## src/rtl/core/egcd_pkg.sv

```systemverilog
// ----------------------------------------------------------------------------
// egcd_pkg
// Shared types for the extended gcd block: controller states and the
// command and status groups between controller and datapath.
// ----------------------------------------------------------------------------
package egcd_pkg;

    localparam int unsigned OPND_W  = 32;
    localparam int unsigned COEFF_W = 33;

    typedef enum logic [2:0] {
        ST_IDLE,
        ST_CHECK,
        ST_DIV,
        ST_UPDATE,
        ST_FINISH
    } state_t;

    typedef struct packed {
        logic load;
        logic div_init;
        logic div_step;
        logic update;
        logic out_load;
    } egcd_cmd_t;

    typedef struct packed {
        logic small_zero;
        logic div_last;
    } egcd_sts_t;

endpackage

```

## src/rtl/core/egcd_ctrl.sv

```systemverilog
// ----------------------------------------------------------------------------
// egcd_ctrl
// Sequencer for the euclid loop: check, divide bit by bit, update, finish.
// ----------------------------------------------------------------------------
module egcd_ctrl (
    input  logic                 clk,
    input  logic                 rst_n,
    input  logic                 in_valid,
    output logic                 in_ready,
    output logic                 out_valid,
    input  logic                 out_ready,
    input  egcd_pkg::egcd_sts_t  sts,
    output egcd_pkg::egcd_cmd_t  cmd
);

    egcd_pkg::state_t state_reg;
    egcd_pkg::state_t state_next;
    logic             out_valid_reg;
    logic             out_valid_next;
    logic             out_free;

    assign out_free = !out_valid_reg || out_ready;

    always_comb
    begin
        state_next = state_reg;
        case (state_reg)
            egcd_pkg::ST_IDLE:
            begin
                if (in_valid)
                begin
                    state_next = egcd_pkg::ST_CHECK;
                end
            end
            egcd_pkg::ST_CHECK:
            begin
                state_next = sts.small_zero ? egcd_pkg::ST_FINISH : egcd_pkg::ST_DIV;
            end
            egcd_pkg::ST_DIV:
            begin
                if (sts.div_last)
                begin
                    state_next = egcd_pkg::ST_UPDATE;
                end
            end
            egcd_pkg::ST_UPDATE:
            begin
                state_next = egcd_pkg::ST_CHECK;
            end
            egcd_pkg::ST_FINISH:
            begin
                if (out_free)
                begin
                    state_next = egcd_pkg::ST_IDLE;
                end
            end
            default:
            begin
                state_next = egcd_pkg::ST_IDLE;
            end
        endcase
    end

    always_comb
    begin
        cmd      = '0;
        in_ready = 1'b0;
        case (state_reg)
            egcd_pkg::ST_IDLE:
            begin
                in_ready = 1'b1;
                cmd.load = in_valid;
            end
            egcd_pkg::ST_CHECK:
            begin
                cmd.div_init = !sts.small_zero;
            end
            egcd_pkg::ST_DIV:
            begin
                cmd.div_step = 1'b1;
            end
            egcd_pkg::ST_UPDATE:
            begin
                cmd.update = 1'b1;
            end
            egcd_pkg::ST_FINISH:
            begin
                cmd.out_load = out_free;
            end
            default:
            begin
                cmd = '0;
            end
        endcase
    end

    always_comb
    begin
        out_valid_next = out_valid_reg;
        if (cmd.out_load)
        begin
            out_valid_next = 1'b1;
        end
        else if (out_ready)
        begin
            out_valid_next = 1'b0;
        end
    end

    always_ff @(posedge clk or negedge rst_n)
    begin
        if (!rst_n)
        begin
            state_reg     <= egcd_pkg::ST_IDLE;
            out_valid_reg <= 1'b0;
        end
        else
        begin
            state_reg     <= state_next;
            out_valid_reg <= out_valid_next;
        end
    end

    assign out_valid = out_valid_reg;

endmodule

```

## src/rtl/core/egcd_datapath.sv

```systemverilog
// ----------------------------------------------------------------------------
// egcd_datapath
// Operand and coefficient registers, a restoring divider that yields one
// quotient bit per cycle, and two shift-add accumulators that form
// quotient times coefficient from the same bits, msb first.
// ----------------------------------------------------------------------------
module egcd_datapath #(
    parameter int unsigned WIDTH = 32
) (
    input  logic                                  clk,
    input  logic                                  rst_n,
    input  egcd_pkg::egcd_cmd_t                   cmd,
    output egcd_pkg::egcd_sts_t                   sts,
    input  logic [egcd_pkg::OPND_W-1:0]           operand_a,
    input  logic [egcd_pkg::OPND_W-1:0]           operand_b,
    output logic [egcd_pkg::OPND_W-1:0]           gcd_value,
    output logic signed [egcd_pkg::COEFF_W-1:0]   coeff_a,
    output logic signed [egcd_pkg::COEFF_W-1:0]   coeff_b
);

    localparam int unsigned CW = $clog2(WIDTH);
    localparam int unsigned CF = WIDTH + 1;

    logic [WIDTH-1:0] big_reg,    big_next;
    logic [WIDTH-1:0] small_reg,  small_next;
    logic [WIDTH-1:0] rem_reg,    rem_next;
    logic [WIDTH-1:0] dvd_reg,    dvd_next;
    logic [CF-1:0]    cob_reg,    cob_next;
    logic [CF-1:0]    cos_reg,    cos_next;
    logic [CF-1:0]    cnb_reg,    cnb_next;
    logic [CF-1:0]    cns_reg,    cns_next;
    logic [CF-1:0]    accb_reg,   accb_next;
    logic [CF-1:0]    accs_reg,   accs_next;
    logic [CW-1:0]    cnt_reg,    cnt_next;
    logic             swap_reg,   swap_next;

    logic [egcd_pkg::OPND_W-1:0]  gcd_reg;
    logic [egcd_pkg::COEFF_W-1:0] ca_reg;
    logic [egcd_pkg::COEFF_W-1:0] cb_reg;

    logic [WIDTH-1:0] in_a;
    logic [WIDTH-1:0] in_b;
    logic             in_swap;
    logic [WIDTH:0]   shifted;
    logic [WIDTH:0]   trial;
    logic             qbit;

    assign in_a    = WIDTH'(operand_a);
    assign in_b    = WIDTH'(operand_b);
    assign in_swap = in_a < in_b;

    // one restoring division step
    assign shifted = {rem_reg, dvd_reg[WIDTH-1]};
    assign qbit    = shifted >= {1'b0, small_reg};
    assign trial   = shifted - {1'b0, small_reg};

    always_comb
    begin
        big_next   = big_reg;
        small_next = small_reg;
        rem_next   = rem_reg;
        dvd_next   = dvd_reg;
        cob_next   = cob_reg;
        cos_next   = cos_reg;
        cnb_next   = cnb_reg;
        cns_next   = cns_reg;
        accb_next  = accb_reg;
        accs_next  = accs_reg;
        cnt_next   = cnt_reg;
        swap_next  = swap_reg;
        if (cmd.load)
        begin
            big_next   = in_swap ? in_b : in_a;
            small_next = in_swap ? in_a : in_b;
            swap_next  = in_swap;
            cob_next   = CF'(1);
            cos_next   = '0;
            cnb_next   = '0;
            cns_next   = CF'(1);
        end
        if (cmd.div_init)
        begin
            rem_next  = '0;
            dvd_next  = big_reg;
            accb_next = '0;
            accs_next = '0;
            cnt_next  = '0;
        end
        if (cmd.div_step)
        begin
            rem_next  = qbit ? trial[WIDTH-1:0] : shifted[WIDTH-1:0];
            dvd_next  = {dvd_reg[WIDTH-2:0], 1'b0};
            // horner form of q * c, quotient bits arrive msb first
            accb_next = {accb_reg[CF-2:0], 1'b0} + (qbit ? cnb_reg : '0);
            accs_next = {accs_reg[CF-2:0], 1'b0} + (qbit ? cns_reg : '0);
            cnt_next  = cnt_reg + CW'(1);
        end
        if (cmd.update)
        begin
            big_next   = small_reg;
            small_next = rem_reg;
            cob_next   = cnb_reg;
            cos_next   = cns_reg;
            cnb_next   = cob_reg - accb_reg;
            cns_next   = cos_reg - accs_reg;
        end
    end

    always_ff @(posedge clk)
    begin
        big_reg   <= big_next;
        small_reg <= small_next;
        rem_reg   <= rem_next;
        dvd_reg   <= dvd_next;
        cob_reg   <= cob_next;
        cos_reg   <= cos_next;
        cnb_reg   <= cnb_next;
        cns_reg   <= cns_next;
        accb_reg  <= accb_next;
        accs_reg  <= accs_next;
        cnt_reg   <= cnt_next;
        swap_reg  <= swap_next;
        if (cmd.out_load)
        begin
            gcd_reg <= egcd_pkg::OPND_W'(big_reg);
            ca_reg  <= egcd_pkg::COEFF_W'(swap_reg ? cos_reg : cob_reg);
            cb_reg  <= egcd_pkg::COEFF_W'(swap_reg ? cob_reg : cos_reg);
        end
    end

    assign sts.small_zero = small_reg == '0;
    assign sts.div_last   = cnt_reg == CW'(WIDTH - 1);

    assign gcd_value = gcd_reg;
    assign coeff_a   = ca_reg;
    assign coeff_b   = cb_reg;

`ifndef ASSERT_OFF
    a_div_nonzero: assert property (@(posedge clk) disable iff (!rst_n)
        cmd.div_step |-> small_reg != '0)
        else $error("division step with zero divisor");

    a_rem_below: assert property (@(posedge clk) disable iff (!rst_n)
        cmd.div_step |=> rem_reg < small_reg)
        else $error("partial remainder not below divisor");

    a_small_shrinks: assert property (@(posedge clk) disable iff (!rst_n)
        cmd.update |=> small_reg < $past(small_reg))
        else $error("euclid step did not reduce the smaller operand");
`endif

endmodule

```

## src/rtl/core/extended_gcd.sv

```systemverilog
// ----------------------------------------------------------------------------
// extended_gcd
// Extended euclid: gcd of two unsigned operands with bezout coefficients.
// ----------------------------------------------------------------------------
// Input channel in_valid/in_ready carries operand_a and operand_b; only
// the low WIDTH bits are used. Output channel out_valid/out_ready carries
// gcd_value and the signed coefficients coeff_a, coeff_b with
// operand_a*coeff_a + operand_b*coeff_b = gcd_value; coefficients are
// WIDTH+1 bit two's complement values.
// One request is worked on at a time; in_ready is high only when idle.
// The divider produces one quotient bit per cycle while the coefficient
// products are accumulated from the same bits. Up to about 1.44*WIDTH euclid
// iterations are run, none when the smaller operand is zero. The next request
// can be accepted at the earliest in the same cycle that the result appears.
// A result goes to an output register; the next request is accepted while
// it waits, and a stalled receiver only holds the block before it would
// overwrite that register. Reset empties the output and returns to idle.
// ----------------------------------------------------------------------------
module extended_gcd #(
    parameter int unsigned WIDTH = 32
) (
    input  logic                                  clk,
    input  logic                                  rst_n,
    input  logic                                  in_valid,
    output logic                                  in_ready,
    input  logic [egcd_pkg::OPND_W-1:0]           operand_a,
    input  logic [egcd_pkg::OPND_W-1:0]           operand_b,
    output logic                                  out_valid,
    input  logic                                  out_ready,
    output logic [egcd_pkg::OPND_W-1:0]           gcd_value,
    output logic signed [egcd_pkg::COEFF_W-1:0]   coeff_a,
    output logic signed [egcd_pkg::COEFF_W-1:0]   coeff_b
);

    egcd_pkg::egcd_cmd_t cmd;
    egcd_pkg::egcd_sts_t sts;

    egcd_ctrl u_ctrl (
        .clk       (clk),
        .rst_n     (rst_n),
        .in_valid  (in_valid),
        .in_ready  (in_ready),
        .out_valid (out_valid),
        .out_ready (out_ready),
        .sts       (sts),
        .cmd       (cmd)
    );

    egcd_datapath #(
        .WIDTH (WIDTH)
    ) u_datapath (
        .clk       (clk),
        .rst_n     (rst_n),
        .cmd       (cmd),
        .sts       (sts),
        .operand_a (operand_a),
        .operand_b (operand_b),
        .gcd_value (gcd_value),
        .coeff_a   (coeff_a),
        .coeff_b   (coeff_b)
    );

endmodule

```

## config.mk

```make
export PLATFORM = sky130hd
export DESIGN_NAME = extended_gcd
export DESIGN_NICKNAME = d
export VERILOG_FILES = /design/src/rtl/core/egcd_pkg.sv /design/src/rtl/core/egcd_ctrl.sv /design/src/rtl/core/egcd_datapath.sv /design/src/rtl/core/extended_gcd.sv
export SDC_FILE = /design/constraint.sdc
export NUM_CORES = 1
export LEC_CHECK = 0
export ABC_AREA = 1
export ABC_CLOCK_PERIOD_IN_PS = 49000
export BUFFER_PORTS_ARGS = -buffer_cell sky130_fd_sc_hd__buf_4
export CORE_ASPECT_RATIO = 0.7
export CORE_UTILIZATION = 35
export CTS_BUF_LIST = sky130_fd_sc_hd__clkbuf_8
export DETAILED_ROUTE_END_ITERATION = 10
export HOLD_SLACK_MARGIN = 0.03
export PLACE_DENSITY = 0.48
export SKIP_LAST_GASP = 1
export SLEW_MARGIN = 20
export SYNTH_ARGS = -nofsm -noshare
export SYNTH_HDL_FRONTEND = slang
export SYNTH_SLANG_ARGS = --single-unit
export TNS_END_PERCENT = 1
```

## constraint.sdc

```tcl
create_clock -name clk -period 49 [get_ports clk]
set_input_delay 4.9 -clock clk [delete_from_list [all_inputs] [get_ports clk]]
set_output_delay 4.9 -clock clk [all_outputs]
set_load 0.1 [all_outputs]
```

* Word-level counts from Yosys, hierarchy flattened
Cells that the tools add are included.
Word-level totals: register bits after elaboration 434, bits in latches 0, bits in writable memories 0, memory bits (read-only) 0, bits of input ports 68, output and inout bits 100, logic and storage cells 82, memories kept 0
Cells by class: add/sub/neg operators 6, multipliers 0, div/mod/pow operators 0, magnitude comparators 2, equal/unequal tests 8, shifts and indexed selects 0, mux-type cells 39, bitwise operators 0, reduce and logical (&&, ||, !) cells 9
Operator list (count):
- 33-bit two-way mux | 13
- 32-bit two-way mux | 11
- 33-bit adder | 2
- 33-bit subtractor | 2
- 33-bit by 32-bit greater-or-equal comparator with 1-bit output | 1
- 32-bit zero test | 1
- 32-bit less-than comparator | 1
- 32-bit subtractor | 1
- 3-bit case mux with 5 select lines | 1
- 3-bit two-way mux | 4
- 5-bit two-way mux | 2
- 1-bit two-way mux | 8
- 3-bit by 2-bit equality test with 1-bit output, second input constant | 2
- 2-bit nonzero test | 3
- 5-bit by 1-bit adder with 5-bit output, second input constant | 1
- 5-bit equality test, second input constant | 1
- 2-bit != test, second input constant | 2
- 3-bit by 1-bit equality test with 1-bit output, second input constant | 1
- 3-bit equality test, second input constant | 1
- 3-bit zero test | 1
- 3-bit AND reduction | 1
- 1-bit zero test | 2
- 2-bit by 1-bit != test with 1-bit output, second input constant | 1
- 1-bit logical OR | 1

* Logic depth before layout (Yosys ltp)
depth after elaboration 5, gate-level depth with buffers 29, depth with buffers taken out 28

* Cells and area by module
From an unflattened synthesis, not the netlist that was laid out.
Second synthesis, totals: cells, all modules 3580, area, all modules 28533.6 um2
By module, submodules not included:
- egcd_datapath | times used 1, cells each 3547, area each 28298.4 um2, sequential area each 12902.4 um2
- egcd_ctrl | times used 1, cells each 33, area each 235.2 um2, sequential area each 100.1 um2

* Worst setup path before layout
Ideal clock, no wire load.
path type input to register, from input port in_valid, to register u_datapath.big_reg[0] (enable), setup time 1024 ps, arrival 18590 ps, required time 47976 ps, setup slack 29385 ps, cell stages on the path 2, path buffers 0, path through inv_1 o21ai_0
On the way: longest elaborated chain between the ends 2
RTL lines:
- from (decl) | line extended_gcd.sv:24 | input logic in_valid,
- 1-bit two-way mux | line egcd_ctrl.sv:68 | case (state_reg)
- 2-bit nonzero test (no source line)
- to (signal assigned) | line egcd_datapath.sv:111 | big_reg <= big_next;
- to (decl) | line egcd_datapath.sv:24 | logic [WIDTH-1:0] big_reg, big_next;
Every way passes these cells. A chain may end at the register's enable or synchronous reset.

* Worst setup path in the final report
from input port in_valid, to register u_datapath.cob_reg[26] (enable)
On the way: longest elaborated chain between the ends 2
RTL lines:
- 1-bit two-way mux | line egcd_ctrl.sv:68
- 2-bit nonzero test (no source line)
- to (signal assigned) | line egcd_datapath.sv:115 | cob_reg <= cob_next;
- to (decl) | line egcd_datapath.sv:28 | logic [CF-1:0] cob_reg, cob_next;
Every way passes these cells.

==> qor.csv <==
stage,metric,value,unit
synthesis,async set-reset flop share out of synthesis,0.922,%
run,Max Cap Violations,0,
worst_setup_path,r2r startpoint,u_datapath.rem_reg[15],
synthesis,Post-Synth Adder-Cell Area,8.82,%
synthesis,Synthesized Nets,3747,
synthesis,Synth cell types,49,
min_path,hold path start,u_datapath.big_reg[14],
power_and_ir_drop,Comb pwr share,57.0,%
final_layout,Syn-to-layout area delta,13.7,%
power_and_ir_drop,power per cell area,81.7,nW/um2
clock_network,post_cts resized,0,
status,status,"complete, no violations",
clock_network,Clock Tree Root,clkbuf_8,
detailed_routing,vias post-DR,24500,
final_layout,fraction of layout cells with a size suffix above 1,8.64,%
place,port bufs,167,
worst_setup_path,Worst EP required,49.32,ns
worst_setup_path,R2R Setup Slk,42.73,ns
synthesis,top post-synthesis cells by area,"edfxtp_1 (46%), nand2_1 (9.6%), ha_1 (8.5%), inv_1 (6.7%), a21oi_1 (6.0%)",
clock_network,clk slew on worst S/H paths,0.06,ns
place,placer congestion estimate,0.917,
final_layout,most frequent cells in the layout,"nand2_1 (722), inv_1 (524), nor2_1 (447)",
grt,largest net degree at the start of global routing,94,
floorplanning,I/O pin count,168,
place,placed insts,4632,
place,dpl hpwl,74.9,mm
clock_network,Clock Sink Count,434,
clock_network,CTS tree,yes,
power_and_ir_drop,Flop pwr share,29.5,%
worst_setup_path,reg2reg end,u_datapath.accb_reg[21],
sta,Final min period,7.33,ns
worst_setup_path,Worst setup SP type,input pin,
synthesis,Synth area leader,edfxtp_1,
detailed_routing,Routed Antenna Nets,0,
clock_network,Post-CTS Setup Bufs,0,
min_path,worst hold endpoint,u_datapath.gcd_value[14],
sta,Worst Tran Pin Value,1.14,ns
synthesis,top_reg_cell synth,edfxtp_1,
grt,vias in the first global route,22400,
final_layout,nets,3920,
sta,Final Max Tran Viols,0,
detailed_routing,"wirelength, routed",97.8,mm
synthesis,mux cell area share after synthesis,0,%
clock_network,post-cts hold buffer count,0,
detailed_routing,initial DRC count,1996,
synthesis,XOR/XNOR share of the synthesized area,0.714,%
sta,final hold vios,0,
clock_network,Clock Latency Late Sink,0.71,ns
sta,final setup fails,0,
synthesis,Post-synth EDFFs,429,
sta,Max transition margin,24.1,%
synthesis,largest family of logic cells by synthesized area,simple AND/OR/NAND/NOR gates,
detailed_routing,drc violations,0,
worst_setup_path,Crit Path Class,input pin to flop,
synthesis,register area share after synthesis,46.1,%
clock_network,clock buffer depth,3,
detailed_routing,average routed wire per standard cell,20.5,um
floorplanning,die width,341,um
min_path,hold crit path type,flop to flop,
floorplanning,Die ar.,81800,um2
synthesis,mapped cell area,28200,um2
detailed_routing,detailed-router iteration count before antenna repair,5,
synthesis,compound-gate portion of the synthesized area,14.1,%
worst_setup_path,worst r2r path cells,21,
sta,fin crit share,15.0,%
final_layout,post-route insts no fill,4772,
worst_setup_path,Crit Path Max Fanout,64,
synthesis,share of the synthesized area in the top cell type,45.6,%
floorplanning,Row Count,86,
grt,antenna violations before repair,0,
synthesis,Post-Syn Instances,3483,
power_and_ir_drop,NetSw,1360,uW
sta,Final Hold Slack,0.464,ns
power_and_ir_drop,Internal,1260,uW
synthesis,syn_area_per_cell,8.10,um2
final_layout,"commonest non-fill, non-tap cell in the layout",nand2_1,
min_path,hold path depth,0,
power_and_ir_drop,worst vdd ir,0.0329,mV
synthesis,simple-gate share of the synthesized area,21.9,%
worst_setup_path,WP data arrival,7.65,ns
power_and_ir_drop,Sw Ratio,51.8,%
power_and_ir_drop,Final Power,2620,uW
sta,TNS Setup,0,ns
detailed_routing,Vias/cell,5.13,
floorplanning,core footprint,79300,um2
clock_network,H-tree Lvls,3,
grt,first-pass GRT wire length,144,mm
clock_network,CTS Buf Count,78,
sta,f_max,136,MHz
floorplanning,Starting Density,35.6,%
power_and_ir_drop,clock power share,13.5,%
grt,Global Route Usage Sum,23.7,%
synthesis,Synth Register Bits,434,
power_and_ir_drop,Leak Pwr,0.0143,uW
floorplanning,die height,240,um
grt,GRT overflow,0,
worst_setup_path,Crit. End Element,flop,
sta,RSZ-0062 raised after global routing,false,
synthesis,Ys Warns,0,
sta,Fin Clk Skew,0.0289,ns
-- layout make-up --
type / instances / area, um2
diodes: 1 / 2.50
clock buffers: 78 / 1070
clock inverters: 61 / 452
fillers: 8176 / 47200
inverters: 510 / 1920
multi-input cells: 2444 / 12900
flip-flops and latches: 434 / 13000
well taps: 1056 / 1320
repair buffers: 188 / 1410
-- power groups by stage --
stage | logic (uW) | registers, uW | clock network (uW)
after floorplan | 1060 | 754 | 0
after global placement | 1480 | 774 | 0
after detailed placement | 1470 | 774 | 0
after CTS | 1480 | 768 | 364
after global routing | 1670 | 786 | 377
final | 1490 | 774 | 353
-- Yosys cell counts, drive strengths merged (8+ instances only) --
cell type	n
nand3	221
o21a	18
a211oi	8
xor2	14
clkbuf	50
a22o	31
a31oi	23
nor2	454
nand4	26
nand2	731
nor3	40
o21bai	22
buf	45
a21oi	340
xnor2	9
nor4	19
ha	191
inv	509
o21ai	248
edfxtp	429
a21o	21
-- per-stage QoR --
stage	area, um2	worst slack, ns	utilization, %
finish	32100	41.67	40.5
global route	32100	41.53	40.5
CTS	32100	41.72	40.5
detailed placement	30600	40.95	38.6
global placement	30600	40.97	38.6
floorplan	28200	29.39	-
-- critical path: stages --
cell and delay [ns]:
buf_4 0.11, inv_1 0.07, o21ai_4 0.81, buf_4 0.79, buf_4 0.79
-- routing by layer --
| layer | track usage (%) | wire [um] | share of wire (%) |
|---|---|---|---|
| met1 | 40.4 | 54100 | 55 |
| met2 | 28.7 | 34400 | 35 |
| met3 | 5.63 | 8050 | 8.2 |
| met4 | 3.93 | 1190 | 1.2 |
| met5 | 0 | 0 | 0 |
-- logic make-up after synthesis --
group,Yosys count
AO/OA/AOI/OAI,723
XOR/XNOR,23
adder cells (fa/ha/maj),196
buffers and inverters,605
flip-flops,434
AND/OR/NAND/NOR,1502
-- worst max-delay path by stage --
stage / cells after the start / endpoint / from / slack, ns
2_1_floorplan: 2 / u_datapath.big_reg[0] / in_valid / 29.39
5_1_grt: 5 / u_datapath.cnb_reg[27] / in_valid / 41.53
3_5_place_dp: 5 / u_datapath.cnb_reg[27] / in_valid / 40.95
3_3_place_gp: 5 / u_datapath.cnb_reg[25] / in_valid / 40.97
4_1_cts: 5 / u_datapath.cnb_reg[27] / in_valid / 41.72
6_report: 5 / u_datapath.cob_reg[26] / in_valid / 41.67
No activity file was read; power rests on OpenSTA's default activity.
